==> src/hw/rtl/sobel_gradient_magnitude_direction_assert.svh <==
// assertion macros for the sobel gradient block
`ifndef SOBEL_GRADIENT_MAGNITUDE_DIRECTION_ASSERT_SVH
`define SOBEL_GRADIENT_MAGNITUDE_DIRECTION_ASSERT_SVH
`ifndef ASSERT_OFF
`define SGMD_ASSERT(lbl, prop) \
  lbl: assert property (@(posedge clk) disable iff (rst) prop) \
    else $error("sgmd assertion failed");
`define SGMD_ASSERT_ALWAYS(lbl, prop) \
  lbl: assert property (@(posedge clk) prop) \
    else $error("sgmd assertion failed");
`else
`define SGMD_ASSERT(lbl, prop)
`define SGMD_ASSERT_ALWAYS(lbl, prop)
`endif
`endif

==> src/hw/rtl/sgmd_pkg.sv <==
`default_nettype none
package sgmd_pkg;

  localparam logic [1:0] REG_LINE_WIDTH   = 2'd0;
  localparam logic [1:0] REG_FRAME_HEIGHT = 2'd1;

  localparam int QUEUE_DEPTH = 4;

  localparam logic signed [31:0] DEG_180_Q16 = 32'sd11796480;
  localparam logic signed [31:0] DEG_360_Q16 = 32'sd23592960;
  localparam logic signed [22:0] DEG_360_Q6  = 23'sd23040;
  localparam logic signed [22:0] ANGLE_MAX   = 23'sd11520;
  localparam logic signed [14:0] ANGLE_PI    = 15'sd11520;
  localparam logic signed [14:0] ANGLE_HALF  = 15'sd5760;

  typedef enum logic [1:0] {
    FR_IDLE,
    FR_LOAD,
    FR_PUSH
  } front_state_t;

  typedef enum logic [1:0] {
    BK_IDLE,
    BK_SQUARE,
    BK_RUN,
    BK_FINISH
  } back_state_t;

  typedef struct packed {
    logic signed [10:0] gx;
    logic signed [10:0] gy;
    logic [15:0]        row;
    logic [9:0]         col;
    logic               last;
  } qentry_t;

  // atan(2^-i) in degrees, 16 fraction bits
  function automatic logic signed [31:0] atan_deg(input logic [4:0] i);
    logic signed [31:0] v;
    case (i)
      5'd0:  v = 32'sd2949120;
      5'd1:  v = 32'sd1740967;
      5'd2:  v = 32'sd919879;
      5'd3:  v = 32'sd466945;
      5'd4:  v = 32'sd234379;
      5'd5:  v = 32'sd117304;
      5'd6:  v = 32'sd58666;
      5'd7:  v = 32'sd29335;
      5'd8:  v = 32'sd14668;
      5'd9:  v = 32'sd7334;
      5'd10: v = 32'sd3667;
      5'd11: v = 32'sd1833;
      5'd12: v = 32'sd917;
      5'd13: v = 32'sd458;
      5'd14: v = 32'sd229;
      5'd15: v = 32'sd115;
      5'd16: v = 32'sd57;
      5'd17: v = 32'sd29;
      5'd18: v = 32'sd14;
      5'd19: v = 32'sd7;
      5'd20: v = 32'sd4;
      5'd21: v = 32'sd2;
      5'd22: v = 32'sd1;
      default: v = 32'sd0;
    endcase
    return v;
  endfunction

endpackage
`default_nettype wire

==> src/hw/rtl/sgmd_queue.sv <==
`default_nettype none
module sgmd_queue (
  input  wire logic              clk,
  input  wire logic              rst,
  input  wire logic              push,
  input  wire sgmd_pkg::qentry_t wdata,
  output logic                   full,
  input  wire logic              pop,
  output sgmd_pkg::qentry_t      rdata,
  output logic                   empty
);
  import sgmd_pkg::*;

  localparam int AW = $clog2(QUEUE_DEPTH);

  qentry_t       slots [QUEUE_DEPTH];
  logic [AW-1:0] wptr, rptr;
  logic [AW:0]   count;

  assign full  = (count == (AW+1)'(QUEUE_DEPTH));
  assign empty = (count == '0);
  assign rdata = slots[rptr];

  always_ff @(posedge clk) begin
    if (rst) begin
      wptr  <= '0;
      rptr  <= '0;
      count <= '0;
    end else begin
      if (push) begin
        wptr <= wptr + AW'(1);
      end
      if (pop) begin
        rptr <= rptr + AW'(1);
      end
      if (push && !pop) begin
        count <= count + (AW+1)'(1);
      end else if (pop && !push) begin
        count <= count - (AW+1)'(1);
      end
    end
  end

  always_ff @(posedge clk) begin
    if (push) begin
      slots[wptr] <= wdata;
    end
  end
endmodule
`default_nettype wire

==> config.mk <==
export PLATFORM = sky130hd
export DESIGN_NAME = sgmd_queue
export DESIGN_NICKNAME = d
export VERILOG_FILES = /design/src/hw/rtl/sobel_gradient_magnitude_direction_assert.svh /design/src/hw/rtl/sgmd_pkg.sv /design/src/hw/rtl/sgmd_queue.sv
export SDC_FILE = /design/constraint.sdc
export NUM_CORES = 1
export LEC_CHECK = 0
export BUFFER_PORTS_ARGS = -buffer_cell sky130_fd_sc_hd__buf_2
export CAP_MARGIN = 20
export CORE_MARGIN = 8
export CORE_UTILIZATION = 47
export CTS_CLUSTER_DIAMETER = 100
export CTS_CLUSTER_SIZE = 25
export DETAILED_ROUTE_END_ITERATION = 6
export PLACE_DENSITY = 0.67
export SLEW_MARGIN = 15
export SYNTH_ARGS = -nofsm -noshare
export SYNTH_HDL_FRONTEND = slang
export SYNTH_SLANG_ARGS = --single-unit
==> constraint.sdc <==
create_clock -name clk -period 2.39 [get_ports clk]
set_input_delay 0.478 -clock clk [delete_from_list [all_inputs] [get_ports clk]]
set_output_delay 0.478 -clock clk [all_outputs]
set_load 0.02 [all_outputs]
# Word level (Yosys, flattened, before mapping)
# Memories as Yosys holds them, arrays and structs flattened. A register that Yosys moved wholly into a read port is not among the register bits.
# Cells that the tools add are included.
op_classes:
  add_sub_neg: 4
  n_eq_ne: 1
  muxes: 6
  n_reduce_logical: 6
op_table:
  columns: ["operator", "count"]
  rows:
  - ["$mux W3", 2]
  - ["$add A2 B1 Y2 const B", 2]
  - ["$mux W2", 2]
  - ["$add A3 B1 Y3 const B", 1]
  - ["$eq A3 B3 Y1 const B", 1]
  - ["$logic_not A3 Y1", 1]
  - ["$sub A3 B1 Y3 const B", 1]
  - ["$logic_and A1 B1 Y1", 2]
  - ["$logic_not A1 Y1", 2]
  - ["$mux W1", 2]
  - ["$reduce_bool A2 Y1", 1]
totals:
  reg_bits: 7
  ram_bits: 196
  inputBits: 53
  output_inout_bits: 51
  n_memories: 1
mem_list:
  columns: ["name", "depth", "word_bits", "rd", "rd_clocked_by_memory_dff", "write_ports", "line_no", "text"]
  rows:
  - ["slots", 4, 49, 1, 1, 1, "sgmd_queue.sv:16", "qentry_t slots [QUEUE_DEPTH];"]

# Logic depth before layout (Yosys ltp)
depth:
  word_depth: 4
  mapped_depth: 7
  depth_no_buf: 7

# Worst setup path before layout
# OpenSTA, ideal clock, no wires.
synth_path:
  kind: "register to register"
  startpoint: "register wptr[0]"
  endpoint: "memory slots[2][0] (netlist bit), enable pin"
  setup_time_ps: 411
  arrival_ps: 1712
  required_time_ps: 1979
  setup_slack_ps: 266
  stages_incl_launch_ff: 4
  synth_period_minus_slack_ps: 2124
  path_cell_list: "dfxtp_1 inv_1 ha_1 and2_1"
synth_lines:
  columns: ["element", "line_no", "text"]
  rows:
  - ["start: declaration", "sgmd_queue.sv:17", "logic [AW-1:0] wptr, rptr;"]
  - ["start signal: assignment", "sgmd_queue.sv:31", "wptr <= wptr + AW'(1);"]
  - ["end: declaration", "sgmd_queue.sv:16", null]
# No word-level cell before the write port.

==> flow_metrics.py <==
metrics = {
    "run_status": {
        "status": "complete, no violations",
    },
    "timing": {
        "hold_violations": 0,
        "finalCriticalPeriod_ns": 2.29,
        "fin_crit_sh_pct": 96.0,
        "finClkSkew_ns": 0.0270,
        "maxSlewHeadroom_pct": 71.2,
        "finalSetupViolations": 0,
        "worst_pin_slew_ns": 0.432,
        "fin_tns_setup_ns": 0,
        "fmax_mhz": 436,
        "report.final.slew_viol_count": 0,
    },
    "route": {
        "via_per_inst": 5.23,
        "wl_per_cell_um": 20.7,
        "first_iter_violations": 225,
        "drt_first_pass_iters": 4,
        "routed_wirelength_um": 13300,
        "antenna_left": 0,
        "vias": 3377,
        "route.detailed.drc": 0,
    },
    "clocking": {
        "ctsHoldBuffers": 0,
        "cts-root-buf": "clkbuf_16",
        "clk_pin_slew_ns": 0.09,
        "cts.path.max_buffers": 3,
        "htreeDepth": 1,
        "cts_sinks": 205,
        "cts_tree": "yes",
        "clk-insertion-delay-late_ns": 0.45,
        "cts-buffers-inserted": 12,
    },
    "yosys": {
        "ys_ff_latch": 205,
        "synthesis.area_um2": 7520,
        "synth_edf_count": 196,
        "ys_types": 24,
        "synth_nets": 359,
        "synth_cells": 300,
        "yosysWarningCount": 0,
        "syn_avg_cell_area_um2": 25.1,
        "yosysTopAreaCell": "edfxtp_1",
        "ys.flop_type": "edfxtp_1",
        "synthTopCellsByArea": "edfxtp_1, mux4_2, dfxtp_1",
        "synth_top_area_share_pct": 78.3,
        "synth_async_sr_flop_share_pct": 0,
        "ys_seq_area_share_pct": 80.7,
    },
    "global_routing": {
        "grt_antenna_before_repair": 1,
        "globalRouteOverflowTotal": 0,
        "grt_pass1_wl_um": 20600,
        "grt_start_max_net_pins": 40,
        "grtUsageTotal_pct": 13.3,
        "grt_pass1_vias": 3711,
    },
    "placed_design": {
        "gp_congestion": 0.683,
        "numPortBuffers": 103,
        "dpl.hpwl_um": 8560,
    },
    "worst_setup_path": {
        "crit_type": "register to output pin",
        "crit_path_end_kind": "output pin",
        "crit_path_start_kind": "register",
        "worst-path-max-fanout": 15,
        "cp.arrival_ns": 1.82,
        "crit_required_ns": 1.91,
    },
    "floorplanning": {
        "std_cell_rows": 46,
        "coreArea_um2": 15800,
        "die_y_um": 143,
        "start_util_pct": 47.7,
        "io_pins": 104,
        "design.die.area_um2": 20300,
        "die_w_um": 143,
    },
    "finish": {
        "layout-area-overhead-vs-synth_pct": 18.0,
        "fin_nets": 483,
        "num_antenna_cells": 0,
        "final_core_util_pct": 56.3,
        "layout-drive-gt1-share_pct": 44.0,
    },
    "min_path": {
        "hp-class": "primary input to register",
    },
    "power": {
        "leakage_nw": 3.00,
        "power_density_nw_per_um2": 812,
        "ir_drop_mv": 0.468,
    },
    "flow_run": {
        "cap_violations": 0,
    },
}
## Yosys cell counts (2+ instances only)
library cell,n
dfxtp_1,9
edfxtp_1,196
xnor2_1,2
buf_4,3
and2_1,4
nor2_1,7
xor2_1,3
inv_1,4
buf_2,2
mux2i_1,2
buf_12,2
mux4_2,47
ha_1,5
mux4_1,2
buf_1,3
## area by class of cell
class | count | area, um2
clock buffer | 19 | 348
clock inverter | 1 | 20.0
tap | 216 | 270
fill | 1212 | 6890
sequential | 205 | 6070
multi-input combinational | 79 | 1350
inverter | 4 | 15.0
timing repair buffer | 122 | 803
## through the flow
stage	hold slack, ns	area, um2	cells	setup WS, ns	total power (W)
floorplan	0.466	7520	300	0.266	0.00483
global placement	0.479	8440	620	0.352	0.00515
detailed placement	0.520	8440	620	0.345	0.00518
CTS	0.209	8860	645	0.0112	0.00731
global route	0.208	8880	646	-0.000235	0.00749
finish	0.226	8880	646	0.0965	0.00721
## repair_timing
action	in CTS	in global routing
gates resized for setup	0	3
pin swaps	0	0
gates cloned	0	0
buffers inserted	5	1
endpoints found under the setup margin	37	14
## routing by layer
layer | global-route usage (%) | share of wire [%]
met2 | 22.1 | 49
met1 | 17.5 | 44
met3 | 3.09 | 6.1
met4 | 3.02 | 1.2
met5 | 0 | 0.097
## state kept, by name, indices dropped and copies added (netlist names), named ones only
signal,cells
rptr,2
count,3
wptr,2
slots,196
## final timing paths
| path | to | cells past startpoint | slack, ns | startpoint |
|---|---|---|---|---|
| hold reg to reg | rptr[1]$_SDFFE_PP0P_ | 2 | 0.54 | rptr[1]$_SDFFE_PP0P_ |
| setup / recovery | rdata[34] | 3 | 0.1 | register |
| setup reg to reg | slots[0][25]$_DFFE_PP_ | 4 | 0.79 | wptr[0]$_SDFFE_PP0P_ |
| hold / removal | slots[3][12]$_DFFE_PP_ | 1 | 0.23 | wdata[12] |
## kinds of logic after synthesis
logic type	share of synthesized area (%)
compound gates	0.133
xor+xnor	0.582
fa+ha+maj	1.10
buf+inv	1.51
flops	80.7
mux	15.0
simple gates	0.982
## report_power, final
group          switching (W)  leakage, nW  internal (W)
clock                0.00109        0.177       0.00103
combinational       0.000511        0.943      0.000404
sequential         0.0000614         1.88       0.00412
total                0.00166         3.00       0.00555
## layout by cell type, fill, tap and decap left out, drive strengths merged
cell type / n
edfxtp: 196
dfxtp: 9
nor2: 7
clkbuf: 19
xnor2: 2
fa: 1
a21oi: 1
and2: 4
buf: 122
mux2i: 2
nor3b: 1
o21ai: 1
nor3: 1
nand2: 1
inv: 5
xor2: 3
mux4: 49
or3: 1
ha: 5
## worst max-delay path, cell delays in order (launching register included)
cell	delay, ns
dfxtp_4	0.46
buf_12	0.20
mux4_2	0.53
buf_2	0.18
(Power assumes the default switching activity.)
