`src/hw/rtl/sobel_gradient_magnitude_direction_assert.svh`:
```
// assertion macros for the sobel gradient block
`ifndef SOBEL_GRADIENT_MAGNITUDE_DIRECTION_ASSERT_SVH
`define SOBEL_GRADIENT_MAGNITUDE_DIRECTION_ASSERT_SVH
`ifndef ASSERT_OFF
`define SGMD_ASSERT(lbl, prop) \
  lbl: assert property (@(posedge clk) disable iff (rst) prop) \
    else $error("sgmd assertion failed");
`define SGMD_ASSERT_ALWAYS(lbl, prop) \
  lbl: assert property (@(posedge clk) prop) \
    else $error("sgmd assertion failed");
`else
`define SGMD_ASSERT(lbl, prop)
`define SGMD_ASSERT_ALWAYS(lbl, prop)
`endif
`endif

```
`src/hw/rtl/sgmd_pkg.sv`:
```
`default_nettype none
package sgmd_pkg;

  localparam logic [1:0] REG_LINE_WIDTH   = 2'd0;
  localparam logic [1:0] REG_FRAME_HEIGHT = 2'd1;

  localparam int QUEUE_DEPTH = 4;

  localparam logic signed [31:0] DEG_180_Q16 = 32'sd11796480;
  localparam logic signed [31:0] DEG_360_Q16 = 32'sd23592960;
  localparam logic signed [22:0] DEG_360_Q6  = 23'sd23040;
  localparam logic signed [22:0] ANGLE_MAX   = 23'sd11520;
  localparam logic signed [14:0] ANGLE_PI    = 15'sd11520;
  localparam logic signed [14:0] ANGLE_HALF  = 15'sd5760;

  typedef enum logic [1:0] {
    FR_IDLE,
    FR_LOAD,
    FR_PUSH
  } front_state_t;

  typedef enum logic [1:0] {
    BK_IDLE,
    BK_SQUARE,
    BK_RUN,
    BK_FINISH
  } back_state_t;

  typedef struct packed {
    logic signed [10:0] gx;
    logic signed [10:0] gy;
    logic [15:0]        row;
    logic [9:0]         col;
    logic               last;
  } qentry_t;

  // atan(2^-i) in degrees, 16 fraction bits
  function automatic logic signed [31:0] atan_deg(input logic [4:0] i);
    logic signed [31:0] v;
    case (i)
      5'd0:  v = 32'sd2949120;
      5'd1:  v = 32'sd1740967;
      5'd2:  v = 32'sd919879;
      5'd3:  v = 32'sd466945;
      5'd4:  v = 32'sd234379;
      5'd5:  v = 32'sd117304;
      5'd6:  v = 32'sd58666;
      5'd7:  v = 32'sd29335;
      5'd8:  v = 32'sd14668;
      5'd9:  v = 32'sd7334;
      5'd10: v = 32'sd3667;
      5'd11: v = 32'sd1833;
      5'd12: v = 32'sd917;
      5'd13: v = 32'sd458;
      5'd14: v = 32'sd229;
      5'd15: v = 32'sd115;
      5'd16: v = 32'sd57;
      5'd17: v = 32'sd29;
      5'd18: v = 32'sd14;
      5'd19: v = 32'sd7;
      5'd20: v = 32'sd4;
      5'd21: v = 32'sd2;
      5'd22: v = 32'sd1;
      default: v = 32'sd0;
    endcase
    return v;
  endfunction

endpackage
`default_nettype wire

```
`src/hw/rtl/sgmd_back.sv`:
```
`default_nettype none
module sgmd_back #(
  parameter int CORDIC_STEPS = 16
) (
  input  wire logic              clk,
  input  wire logic              rst,
  input  wire logic              q_empty,
  output logic                   q_pop,
  input  wire sgmd_pkg::qentry_t q_data,
  output logic                   out_valid,
  input  wire logic              out_ready,
  output logic signed [10:0]     grad_x,
  output logic signed [10:0]     grad_y,
  output logic [14:0]            magnitude,
  output logic signed [14:0]     angle,
  output logic [15:0]            center_row,
  output logic [9:0]             center_col,
  output logic                   last
);
  import sgmd_pkg::*;

  localparam int SQRT_STEPS = 15;
  localparam int ITER = (CORDIC_STEPS > SQRT_STEPS) ? CORDIC_STEPS : SQRT_STEPS;
  localparam int KW   = $clog2(ITER + 1);

  back_state_t state, state_next;

  qentry_t            e;
  logic [KW-1:0]      k;
  logic [29:0]        nsh;
  logic [17:0]        rem;
  logic [14:0]        root;
  logic signed [31:0] x, y, z;

  logic [20:0]        sqx, sqy;
  logic [21:0]        sq_sum;
  logic signed [20:0] gx_ext, gy_ext;
  logic signed [31:0] gx_q16, gy_q16;
  logic [17:0]        rem_sh, trial;
  logic signed [31:0] xs, ys;
  logic [31:0]        zt;
  logic signed [22:0] r;
  logic signed [14:0] ang;
  logic               fin_go;

  always_comb begin
    gx_ext = {{10{e.gx[10]}}, e.gx};
    gy_ext = {{10{e.gy[10]}}, e.gy};
    sqx    = 21'(gx_ext * gx_ext);
    sqy    = 21'(gy_ext * gy_ext);
    sq_sum = {1'b0, sqx} + {1'b0, sqy};
    gx_q16 = {{5{e.gx[10]}}, e.gx, 16'd0};
    gy_q16 = {{5{e.gy[10]}}, e.gy, 16'd0};
    rem_sh = {rem[15:0], nsh[29:28]};
    trial  = {1'b0, root, 2'b01};
    xs     = x >>> k;
    ys     = y >>> k;
    zt     = 32'(z + DEG_360_Q16 + 32'sd512);
    r      = $signed({1'b0, zt[31:10]}) - DEG_360_Q6;
    if (e.gy == '0) begin
      ang = e.gx[10] ? ANGLE_PI : '0;
    end else if (e.gx == '0) begin
      ang = e.gy[10] ? -ANGLE_HALF : ANGLE_HALF;
    end else if (r > ANGLE_MAX) begin
      ang = ANGLE_PI;
    end else if (r < -ANGLE_MAX) begin
      ang = -ANGLE_PI;
    end else begin
      ang = 15'(r);
    end
  end

  always_ff @(posedge clk) begin
    if (rst) begin
      state     <= BK_IDLE;
      out_valid <= 1'b0;
    end else begin
      state <= state_next;
      if (fin_go) begin
        out_valid <= 1'b1;
      end else if (out_ready) begin
        out_valid <= 1'b0;
      end
    end
  end

  always_ff @(posedge clk) begin
    case (state)
      BK_IDLE: begin
        if (!q_empty) begin
          e <= q_data;
        end
      end
      BK_SQUARE: begin
        nsh  <= {sq_sum[21:0], 8'd0};
        rem  <= '0;
        root <= '0;
        k    <= '0;
        if (e.gx[10]) begin
          x <= -gx_q16;
          y <= -gy_q16;
          z <= e.gy[10] ? -DEG_180_Q16 : DEG_180_Q16;
        end else begin
          x <= gx_q16;
          y <= gy_q16;
          z <= '0;
        end
      end
      BK_RUN: begin
        k <= k + KW'(1);
        if (k < KW'(SQRT_STEPS)) begin
          nsh <= {nsh[27:0], 2'b00};
          if (rem_sh >= trial) begin
            rem  <= rem_sh - trial;
            root <= {root[13:0], 1'b1};
          end else begin
            rem  <= rem_sh;
            root <= {root[13:0], 1'b0};
          end
        end
        if (k < KW'(CORDIC_STEPS)) begin
          if (!y[31]) begin
            x <= x + ys;
            y <= y - xs;
            z <= z + atan_deg(5'(k));
          end else begin
            x <= x - ys;
            y <= y + xs;
            z <= z - atan_deg(5'(k));
          end
        end
      end
      default: ;
    endcase
    if (fin_go) begin
      grad_x     <= e.gx;
      grad_y     <= e.gy;
      magnitude  <= root + ((rem > {3'd0, root}) ? 15'd1 : 15'd0);
      angle      <= ang;
      center_row <= e.row;
      center_col <= e.col;
      last       <= e.last;
    end
  end

  always_comb begin
    state_next = state;
    q_pop      = 1'b0;
    fin_go     = 1'b0;
    case (state)
      BK_IDLE: begin
        if (!q_empty) begin
          q_pop      = 1'b1;
          state_next = BK_SQUARE;
        end
      end
      BK_SQUARE: state_next = BK_RUN;
      BK_RUN: begin
        if (k == KW'(ITER - 1)) begin
          state_next = BK_FINISH;
        end
      end
      BK_FINISH: begin
        if (!out_valid || out_ready) begin
          fin_go     = 1'b1;
          state_next = BK_IDLE;
        end
      end
      default: state_next = BK_IDLE;
    endcase
  end
endmodule
`default_nettype wire

```
`config.mk`:
```
export PLATFORM = sky130hd
export DESIGN_NAME = sgmd_back
export DESIGN_NICKNAME = d
export VERILOG_FILES = /design/src/hw/rtl/sobel_gradient_magnitude_direction_assert.svh /design/src/hw/rtl/sgmd_pkg.sv /design/src/hw/rtl/sgmd_back.sv
export SDC_FILE = /design/constraint.sdc
export NUM_CORES = 2
export LEC_CHECK = 0
export BUFFER_PORTS_ARGS = -buffer_cell sky130_fd_sc_hd__buf_2
export CELL_PAD_IN_SITES_DETAIL_PLACEMENT = 0
export CELL_PAD_IN_SITES_GLOBAL_PLACEMENT = 1
export CORE_MARGIN = 2
export CORE_UTILIZATION = 45
export CTS_CLUSTER_DIAMETER = 60
export DETAILED_ROUTE_END_ITERATION = 10
export PLACE_DENSITY = 0.75
export SLEW_MARGIN = 20
export SYNTH_ARGS = -nofsm -noshare
export SYNTH_HDL_FRONTEND = slang
export SYNTH_SLANG_ARGS = --single-unit
```
`constraint.sdc`:
```
create_clock -name clk -period 27.8 [get_ports clk]
set_input_delay 5.56 -clock clk [delete_from_list [all_inputs] [get_ports clk]]
set_output_delay 5.56 -clock clk [all_outputs]
set_load 0.01 [all_outputs]
```
---- Yosys cells after proc, flatten, opt, wreduce, memory -nomap -nowiden ----
Memory sizes are Yosys's and may differ from the RTL's. A register that Yosys moved wholly into a read port is not among the register bits.
Index checks and enable logic that the tools add are counted.
storage, ports and cells
  register bits ........................... 295
  ROM bits ................................ 1408
  word-level logic and storage cells ...... 116
  memories ................................ 2
operators by class
  $add $sub $neg .......................... 15
  $mul .................................... 2
  magnitude comparators ................... 6
  equality and inequality tests ........... 9
  shifts and indexed selects .............. 2
  muxes and demuxes ....................... 47
  bitwise gates (word level) .............. 1
  reduce and logical (&&, ||, !) cells .... 11
memory list
  memory            words  bits a word  rd ports  clocked after Yosys merged registers in  write ports  line            text
  (name not given)  32     22           1         1                                        0            sgmd_pkg.sv:40  case (i)
  (name not given)  32     22           1         1                                        0            sgmd_pkg.sv:40
operator list
  kind                    count
  $mux 32                 16
  $pmux 32 s2             3
  $add 32x32->32          3
  $sub 32x32->32          3
  $mux 15                 6
  $neg 27->32             2
  $sshr 32x5->32          2
  $pmux 30 s2             1
  $mul 11x11->21          2
  $mux 18                 2
  $pmux 18 s2             1
  $add 32x11->32 const B  1
  $add 32x26->32 const B  1
  $mux 30                 1
  $pmux 15 s2             1
  $gt 23x15->1 const B    1
  $lt 23x15->1 const B    1
  $sub 22x15->23 const B  1
  $add 21x21->22          1
  $logic_not 11->1        2
  $ge 18x17->1            1
  $gt 18x15->1            1
  $sub 18x17->18          1
  $add 15x1->15           1
  other kinds (20)        38

---- Depth between registers and ports, before layout ----
  depth in word-level cells ............... 8
  mapped depth ............................ 29
  gate-level depth less buffers ........... 28

---- Worst setup path after synthesis ----
Ideal clock, no wire load.
  path kind ............................... input to output
  start point ............................. in q_empty
  end point ............................... out q_pop
  arrival ................................. 7890 ps
  data required time ...................... 22240 ps
  slack ................................... 14350 ps
  cell stages on the path ................. 1
  path buffers ............................ 0
  path through ............................ nor2b_1
on the way
  cells in the longest elaborated chain, start to end .. 2
RTL lines
  what         line              text
  from (decl)  sgmd_back.sv:7    input wire logic q_empty,
  $mux 1       sgmd_back.sv:152  if (!q_empty) begin
  $mux 1       sgmd_back.sv:150  case (state)
  to (decl)    sgmd_back.sv:8    output logic q_pop,
Every way passes these cells.

---- Final worst setup path ----
Same ends and word-level chain as after synthesis.

==> flow_summary.toml <==
[logic_synthesis]
synth_area_leader_cell = "edfxtp_1"
ys.warnings.count = 0
yosys_most_used_dff = "edfxtp_1"
async_reset_ff_share_pct = 0
yosysTopAreaCellShare_pct = 25.05
synth_seq_cells = 309
seq_area_frac_synth_pct = 26.52
yosys.cell_types.count = 101
avgSynthCellArea_um2 = 9.459
syn-num-nets = 4099
yosys-top-cells-area = "edfxtp_1 (25%), fa_1 (12%), ha_1 (9.0%)"
synth_area_um2 = 34040
synthCells = 3599
synth_edf_count = 284

[global_route]
grt_pass1_vias = 25790
grt_max_degree = 99
antenna_found_initial = 2
gr-usage-all-layers_pct = 22.96
grt_use_met1_pct = 32.22
grt_pass1_wl_um = 143200
grt-busiest-layer = "met2"
grt_use_met2_pct = 37.55
overflow = 0
met3_usage_pct = 2.786

[status]
status = "completed"

[cts]
cts_hold_buffers = 0
cts_num_sinks = 309
ctsResizeCount = 0
clockRootBuffer = "clkbuf_16"
clock_latency_ns = 0.62
cts_buffer_depth = 3
clk_pin_slew_worst_paths_ns = 0.06
cts_htree_levels = 2
postCtsSetupRepairBufs = 0
numCtsBuffers = 45
cts_tree = "done"

[placed_design]
portBuffers = 133
hpwl_um = 66750
gp_congestion = 0.9246

[timing]
tightest_slew_ns = 0.9516
drv_slew = 0
finalCritPeriodShare_pct = 42.15
fin_setup_tns_ns = 0
setup-violations-final = 0
max_freq_mhz = 85.34
finalWorstPathRequiredPeriod_ns = 11.72
hold_violations = 0
rsz0062_at_grt = "no"
slew_headroom_pct = 36.56
fin_skew_ns = 0.04172

[setup_path]
startpoint_type = "input port"
worstPathRequired_ns = 22.24
worstPathArrival_ns = 6.16
critPathTopFamily = "buffers and inverters"
crit_type = "in2out"
cpMaxStageDelayCell = "nor2b_4"
path_depth = 3
startpoint = "q_empty"
r2r_cells = 22
r2r_start = "k[0]"
regToRegEndpoint = "x[31]"
path_max_fanout = 2
path_cells = "buf_2 > nor2b_4 > buf_2"
cpMostUsedCell = "buf_2"
endpoint_kind = "output port"
path_buf_inv = 2
critPathMaxStageDelay_ns = 0.24
endpoint = "q_pop"
reg2reg_slack_ns = 19.79

[cells_and_area]
layout_commonest_cell = "inv_1"
layout-drive-gt1-share_pct = 10.67
most-common-layout-cells = "inv_1 (382), nor2_1 (309), nand2_1 (285), edfxtp_1 (284), ha_1 (244)"
n_fill_cell = 7042
final_nets = 4155
syn_to_final_growth_pct = 8.622

[floorplan]
dieWidth_um = 279.1
start_util_pct = 45.58
fp-row-count = 100
die-area_um2 = 77870
io_pins = 134
coreArea_um2 = 74700
die_h_um = 279.1

[route]
postRouteAntennaNets = 0
dr.pass1.iters = 5
num_vias = 26810
wl_per_cell_um = 19.15
drc = 0
drtIter0Drc = 1959
viasPerCell = 5.751
wirelength_um = 89280

[flow_run]
cap_violations = 0

[worst_hold_path]
hp-class = "reg2reg"
==> flip-flops by register name, indices dropped and copies added, names as in the netlist, 15 cells and up, named ones only <==
signal      count
angle          15
center_row     16
e              49
magnitude      15
nsh            22
rem            18
root           15
x              32
y              32
z              32
==> area by class of cell <==
class	instances	area [um2]	share of cell area (%)
multi-input cells	2744	22840	61.77
flip-flops and latches	309	9029	24.42
inverters	387	1455	3.935
well taps	969	1212	3.279
clock buffers	54	1180	3.191
repair buffers	168	940.9	2.544
clock inverters	30	319.1	0.8628
diodes	1	2.502	0.006767
==> cells in the mapped netlist (66+ instances only) <==
cell type / instances
nor2_1: 309
o21ai_0: 143
nand2_1: 285
xor2_1: 82
nand3_1: 69
edfxtp_1: 284
fa_1: 202
a21o_1: 66
and2_1: 66
inv_1: 383
a21oi_1: 199
xnor2_1: 185
clkbuf_1: 105
mux4_2: 70
nor3_1: 86
ha_1: 245
mux2i_1: 78
==> how the worst min path moves through the flow <==
stage / start / end / depth (start not counted)
after floorplan: e[1] / center_col[0] / 0
after global placement: e[26] / center_row[15] / 0
after detailed placement: e[22] / center_row[11] / 0
after CTS: e[10] / center_col[9] / 0
after global routing: e[1] / center_col[0] / 0
final: e[15] / center_row[4] / 0
==> cell families (layout without fill, tap and decap cells) <==
group | after synthesis | in the layout | share of synthesized area (%)
adders and majority gates | 447 | 447 | 20.88
other | 0 | 1 | 0
buffers and inverters | 546 | 639 | 6.564
DFF | 309 | 309 | 26.52
and+or+nand+nor | 1053 | 1053 | 14.87
AOI/OAI and AO/OA | 785 | 785 | 15.18
muxes | 191 | 191 | 9.048
xor gates and xnor gates | 268 | 268 | 6.935
==> metrics by stage <==
stage               setup WS (ns)  std cells  hold WS [ns]  util, %  area (um2)
detailed placement          16.03       4577        0.4045    47.49       35470
floorplan                   14.35       3599        0.4003        -       34040
CTS                         16.03       4661        0.4177    49.50       36970
global placement            16.02       4577        0.4001    47.49       35470
finish                      16.08       4662        0.4160    49.51       36980
global route                16.05       4662        0.4185    49.51       36980
==> per-layer routing <==
| metal | vias up | routed length (um) |
|---|---|---|
| met2 | 672 | 41650 |
| met3 | 112 | 4532 |
| met1 | 13090 | 40760 |
| met4 | 2 | 2320 |
| met5 | - | 13 |
| li1 | 12940 | - |
Power is left out: the tool's default activity adds up to more than one toggle a clock period on the data nets, which glitch-free logic cannot reach.
